**src/design/cbpa_pkg.sv**
```systemverilog
package cbpa_pkg;

  localparam int MAX_CHUNKS_DEF = 8;
  localparam int MAX_BLOCKS_DEF = 256;

  localparam logic [8:0] BPC_RESET = 9'd256;
  localparam int         USED_W    = 9;
  localparam logic [USED_W-1:0] USED_MAX = 9'd511;

  // Result status codes.
  localparam logic [1:0] STATUS_OK        = 2'd0;
  localparam logic [1:0] STATUS_OOM       = 2'd1;
  localparam logic [1:0] STATUS_BAD_CHUNK = 2'd2;

  typedef enum logic [1:0] {
    OP_ALLOC  = 2'd0,
    OP_FREE   = 2'd1,
    OP_SHRINK = 2'd2,
    OP_NONE   = 2'd3
  } op_t;

  typedef struct packed {
    logic [1:0] operation;
    logic [2:0] chunk_slot;
    logic [7:0] block_index;
  } in_req_t;

  typedef struct packed {
    logic [1:0] status;
    logic [2:0] granted_chunk;
    logic [7:0] granted_block;
    logic [2:0] chunks_released;
    logic [3:0] chunks_in_use;
  } out_rsp_t;

  // Datapath commands, one per cycle, issued by the controller.
  typedef enum logic [3:0] {
    CMD_NONE,
    CMD_INIT,
    CMD_ACCEPT,
    CMD_ALLOC_CHK,
    CMD_CREATE,
    CMD_POP,
    CMD_POP_DONE,
    CMD_FREE_WR,
    CMD_SHR_CHK,
    CMD_LOAD_OUT
  } cmd_t;

  typedef struct packed {
    op_t  in_op;
    op_t  cur_op;
    logic free_ok;
    logic hit;
    logic walk_last;
    logic pool_full;
    logic out_busy;
  } dp_status_t;

endpackage

```
**src/design/cbpa_ctrl.sv**
```systemverilog
module cbpa_ctrl import cbpa_pkg::*; (
  input  logic       clk,
  input  logic       rst_n,
  input  logic       in_accept,
  input  dp_status_t status,
  output cmd_t       cmd,
  output logic       in_ready
);

  typedef enum logic [3:0] {
    S_INIT,
    S_IDLE,
    S_ORD,
    S_ACHK,
    S_CREATE,
    S_POP,
    S_POPD,
    S_FWR,
    S_SCHK,
    S_DONE
  } state_t;

  state_t state_r, state_nxt;
  logic   in_ready_r;

  assign in_ready = in_ready_r;

  always_comb begin
    cmd       = CMD_NONE;
    state_nxt = state_r;
    case (state_r)
      S_INIT: begin
        cmd       = CMD_INIT;
        state_nxt = S_IDLE;
      end
      S_IDLE: begin
        if (in_accept) begin
          cmd = CMD_ACCEPT;
          case (status.in_op)
            OP_ALLOC:  state_nxt = S_ORD;
            OP_SHRINK: state_nxt = S_ORD;
            OP_FREE:   state_nxt = status.free_ok ? S_FWR : S_DONE;
            default:   state_nxt = S_DONE;
          endcase
        end
      end
      S_ORD: begin
        state_nxt = (status.cur_op == OP_SHRINK) ? S_SCHK : S_ACHK;
      end
      S_ACHK: begin
        cmd = CMD_ALLOC_CHK;
        if (status.hit) begin
          state_nxt = S_POP;
        end else if (status.walk_last) begin
          state_nxt = status.pool_full ? S_DONE : S_CREATE;
        end else begin
          state_nxt = S_ORD;
        end
      end
      S_CREATE: begin
        cmd       = CMD_CREATE;
        state_nxt = S_DONE;
      end
      S_POP: begin
        cmd       = CMD_POP;
        state_nxt = S_POPD;
      end
      S_POPD: begin
        cmd       = CMD_POP_DONE;
        state_nxt = S_DONE;
      end
      S_FWR: begin
        cmd       = CMD_FREE_WR;
        state_nxt = S_DONE;
      end
      S_SCHK: begin
        cmd       = CMD_SHR_CHK;
        state_nxt = status.walk_last ? S_DONE : S_ORD;
      end
      S_DONE: begin
        if (!status.out_busy) begin
          cmd       = CMD_LOAD_OUT;
          state_nxt = S_IDLE;
        end
      end
      default: begin
        state_nxt = S_IDLE;
      end
    endcase
  end

  always_ff @(posedge clk) begin
    if (!rst_n) begin
      state_r    <= S_INIT;
      in_ready_r <= 1'b0;
    end else begin
      state_r    <= state_nxt;
      in_ready_r <= (state_nxt == S_IDLE);
    end
  end

endmodule

```
**config.mk**
```make
export PLATFORM = sky130hd
export DESIGN_NAME = cbpa_ctrl
export DESIGN_NICKNAME = d
export VERILOG_FILES = /design/src/design/cbpa_pkg.sv /design/src/design/cbpa_ctrl.sv
export SDC_FILE = /design/constraint.sdc
export NUM_CORES = 1
export LEC_CHECK = 0
export BUFFER_PORTS_ARGS = -buffer_cell sky130_fd_sc_hd__buf_2
export CAP_MARGIN = 0
export CELL_PAD_IN_SITES_DETAIL_PLACEMENT = 0
export CELL_PAD_IN_SITES_GLOBAL_PLACEMENT = 1
export CORE_UTILIZATION = 32
export CTS_CLUSTER_SIZE = 14
export DETAILED_ROUTE_END_ITERATION = 10
export PLACE_DENSITY = 0.79
export SYNTH_ARGS = -nofsm -noshare
export SYNTH_HDL_FRONTEND = slang
export SYNTH_SLANG_ARGS = --single-unit
```
**constraint.sdc**
```tcl
create_clock -name clk -period 2.1 [get_ports clk]
set_clock_uncertainty 0.1 [all_clocks]
set_input_delay 0.42 -clock clk [delete_from_list [all_inputs] [get_ports clk]]
set_output_delay 0.42 -clock clk [all_outputs]
set_load 0.05 [all_outputs]
```
==> flow_summary.yaml <==
critical_path:
  worst_setup_path_end_kind: "primary output"
  path_max_fanout: 14
  critPathRequiredTime_ns: 1.58
  slowest_delay_ns: 0.57
  cp.buffers_inverters: 1
  critPathSlowestCell: "dfxtp_1"
  worstPathArrival_ns: 1.50
  crit_chain: "or2b_1, o21ai_1, buf_2"
  critPathKind: "register to primary output"
  critPathLaunchType: "register"
  critical-path-top-delay-family: "flip-flops"
yosys:
  synth-compound-area-share_pct: 33.2
  synth_top_area_share_pct: 21.2
  syn-num-nets: 76
  synth_mux_area_share_pct: 2.12
  synthCells: 64
  yosysSeqAreaShare_pct: 21.2
  yosysTopAreaCell: "dfxtp_1"
  synth_edf_count: 0
  yosys.area_share.simple_pct: 36.1
  synth_warnings: 0
  synth_async_sr_flop_share_pct: 0
  synth_xor_area_share_pct: 0
  ys_ff_latch: 5
  synth_area_leaders: "dfxtp_1, nor2b_1, nor2_1"
  synth_adder_area_share_pct: 0
  synth_cell_types: 29
  synth_top_family_by_area: "simple AND/OR/NAND/NOR gates"
  ys_dominant_reg_cell: "dfxtp_1"
  synth.avg_cell_area_um2: 7.37
  synth_area_um2: 472
grt:
  grtUsageTotal_pct: 17.4
  grt_overflow: 0
  grt_pass1_vias: 398
  antenna_found_initial: 0
  grt_max_degree: 15
  grt_pass1_wl_um: 1800
power:
  pwr-share-seq_pct: 31.0
  swShare_pct: 42.2
  p_per_area_mw_per_mm2: 691
  p_int_uw: 240
  fin_total_pwr_uw: 415
  leakagePower_uw: 0.000256
  pwr-share-clk_pct: 26.9
  max-vdd-ir-drop_mv: 0.334
  combPwrFrac_pct: 42.1
  p_switching_uw: 175
clocking:
  post_cts_buffers: 0
  clkTransAtPathRegs_ns: 0.05
  root_buffer: "clkbuf_4"
  cts_buffers: 3
  clockBufferDepth: 2
  insertion_delay_ns: 0.24
  cts_hold_buf: 0
  htreeDepth: 1
  cts.sinks: 5
  cts_tree: "yes"
route:
  drtPass1Iterations: 4
  drt-total-wl_um: 1230
  vias: 558
  drt-initial-drc-count: 15
  drc_errors: 0
  wire_per_inst_um: 12.6
  via_per_inst: 5.75
  ant_nets: 0
floorplanning:
  fp.dieW_um: 40.4
  die_area_mm2: 0.00163
  core_mm2: 0.00133
  initial_utilization_pct: 35.4
  placementRows: 13
  die_y_um: 40.4
  pin_count: 17
outcome:
  outcome: "completed"
flow_run:
  cap_violations: 0
timing:
  maxSlewViolCount: 0
  max_freq_mhz: 494
  layout_min_cycle_time_ns: 2.02
  tightest_slew_ns: 0.464
  rsz0062_at_grt: "no"
  max_slew_margin_pct: 69.0
  timing.setup.tns_ns: 0
  finalHoldViolCount: 0
  setup_violations: 0
  period_share_pct: 96.3
placement:
  gp_congestion: 0.764
  place_hpwl_um: 936
  port_buffers: 16
final_layout:
  final_net_count: 95
  multi_input_area_um2: 344
  layout-drive-gt1-share_pct: 31.7
  register_area_um2: 100
  syn_to_final_growth_pct: 27.3
  diodes: 0
  fillCellCount: 146
hold_path:
  hold_path_class: "primary input to register"
-- state kept, by name, indices dropped and copies added (netlist names) --
name      count
state_r       4
in_ready      1
-- per-stage QoR --
step / worst slack [ns] / instance area [µm²] / std cells / utilization [%] / hold slack [ns]
6_report: 0.0767 / 601 / 97 / 45.0 / 0.314
5_1_grt: 0.0172 / 601 / 97 / 45.0 / 0.306
4_1_cts: 0.0651 / 598 / 97 / 44.8 / 0.308
3_5_place_dp: 0.340 / 571 / 93 / 42.8 / 0.566
3_3_place_gp: 0.321 / 571 / 93 / 42.8 / 0.565
2_1_floorplan: 0.142 / 477 / 64 / - / 0.442
-- worst register-to-register path, delay by kind of cell (launching register included) --
kind	cells	cell delay [ns]
AND/OR/NAND/NOR	3	0.81
AO/OA/AOI/OAI	2	0.30
flip-flops	1	0.44
-- final timing paths --
kind	cells past startpoint	end	slack, ns	from
setup / recovery	3	cmd[0]	0.08	state_r[0]$_SDFF_PN0_
hold / removal	2	state_r[1]$_SDFF_PN0_	0.31	rst_n
setup reg to reg	5	in_ready$_SDFF_PN0_	0.34	state_r[3]$_SDFF_PN0_
hold reg to reg	4	state_r[3]$_SDFF_PN0_	0.70	state_r[1]$_SDFF_PN0_
-- timing repair --
| action | CTS | global route |
|---|---|---|
| endpoints found under the hold margin | 0 | 0 |
| setup endpoints to repair | 0 | 2 |
| gates resized for setup | 0 | 1 |
-- logic make-up (layout without fill, tap and decap cells) --
logic type | Yosys count | after routing
AOI/OAI and AO/OA | 20 | 20
buffers and inverters | 8 | 26
and+or+nand+nor | 30 | 30
DFF | 5 | 5
muxes | 1 | 1
-- cells in the mapped netlist, types with 2 or more instances --
| cell | n |
|---|---|
| nor2_1 | 8 |
| dfxtp_1 | 5 |
| nor2b_1 | 5 |
| buf_2 | 4 |
| inv_1 | 4 |
| o21ai_0 | 4 |
| a21oi_1 | 3 |
| and3_1 | 3 |
| nand2_1 | 3 |
| nor3b_1 | 3 |
| a32oi_1 | 2 |
| and2_1 | 2 |
| nand3_1 | 2 |
-- cell usage in the layout, fill, tap and decap left out, types with 2 or more instances in the layout --
cell and instances:
buf_2 16, nor2_1 7, nor2b_1 5, dfxtp_1 5
inv_1 4, a21oi_1 3, nand2_1 3, o21ai_0 3
nor3b_1 3, and3_1 3, clkbuf_4 3, nand3_1 2
a32oi_1 2, and2_1 2, buf_4 2
-- power by group through the flow --
stage          Sequential, µW  Combinational (µW)  Clock, µW
4_1_cts                   127                 174        115
2_1_floorplan             130                 127          0
5_1_grt                   130                 188        125
6_report                  129                 175        111
3_3_place_gp              130                 173          0
3_5_place_dp              129                 173          0
-- layout make-up --
type / count / share of cell area, %
clock inverter: 1 / 0.833
timing repair buffer: 18 / 15.8
tap: 15 / 3.13
multi-input combinational: 51 / 57.3
sequential: 5 / 16.7
clock buffer: 3 / 3.75
inverter: 4 / 2.50
-- layer usage --
layer	GRT usage, %	up-vias	share of wire, %	wire (µm)
li1	-	274	-	-
met5	0	-	0	0
met3	1.67	2	3.3	40
met2	22.2	13	46	568
met4	12.5	0	1.1	13
met1	25.9	269	49	602
Note: power is estimated with default switching activity, not from simulation.
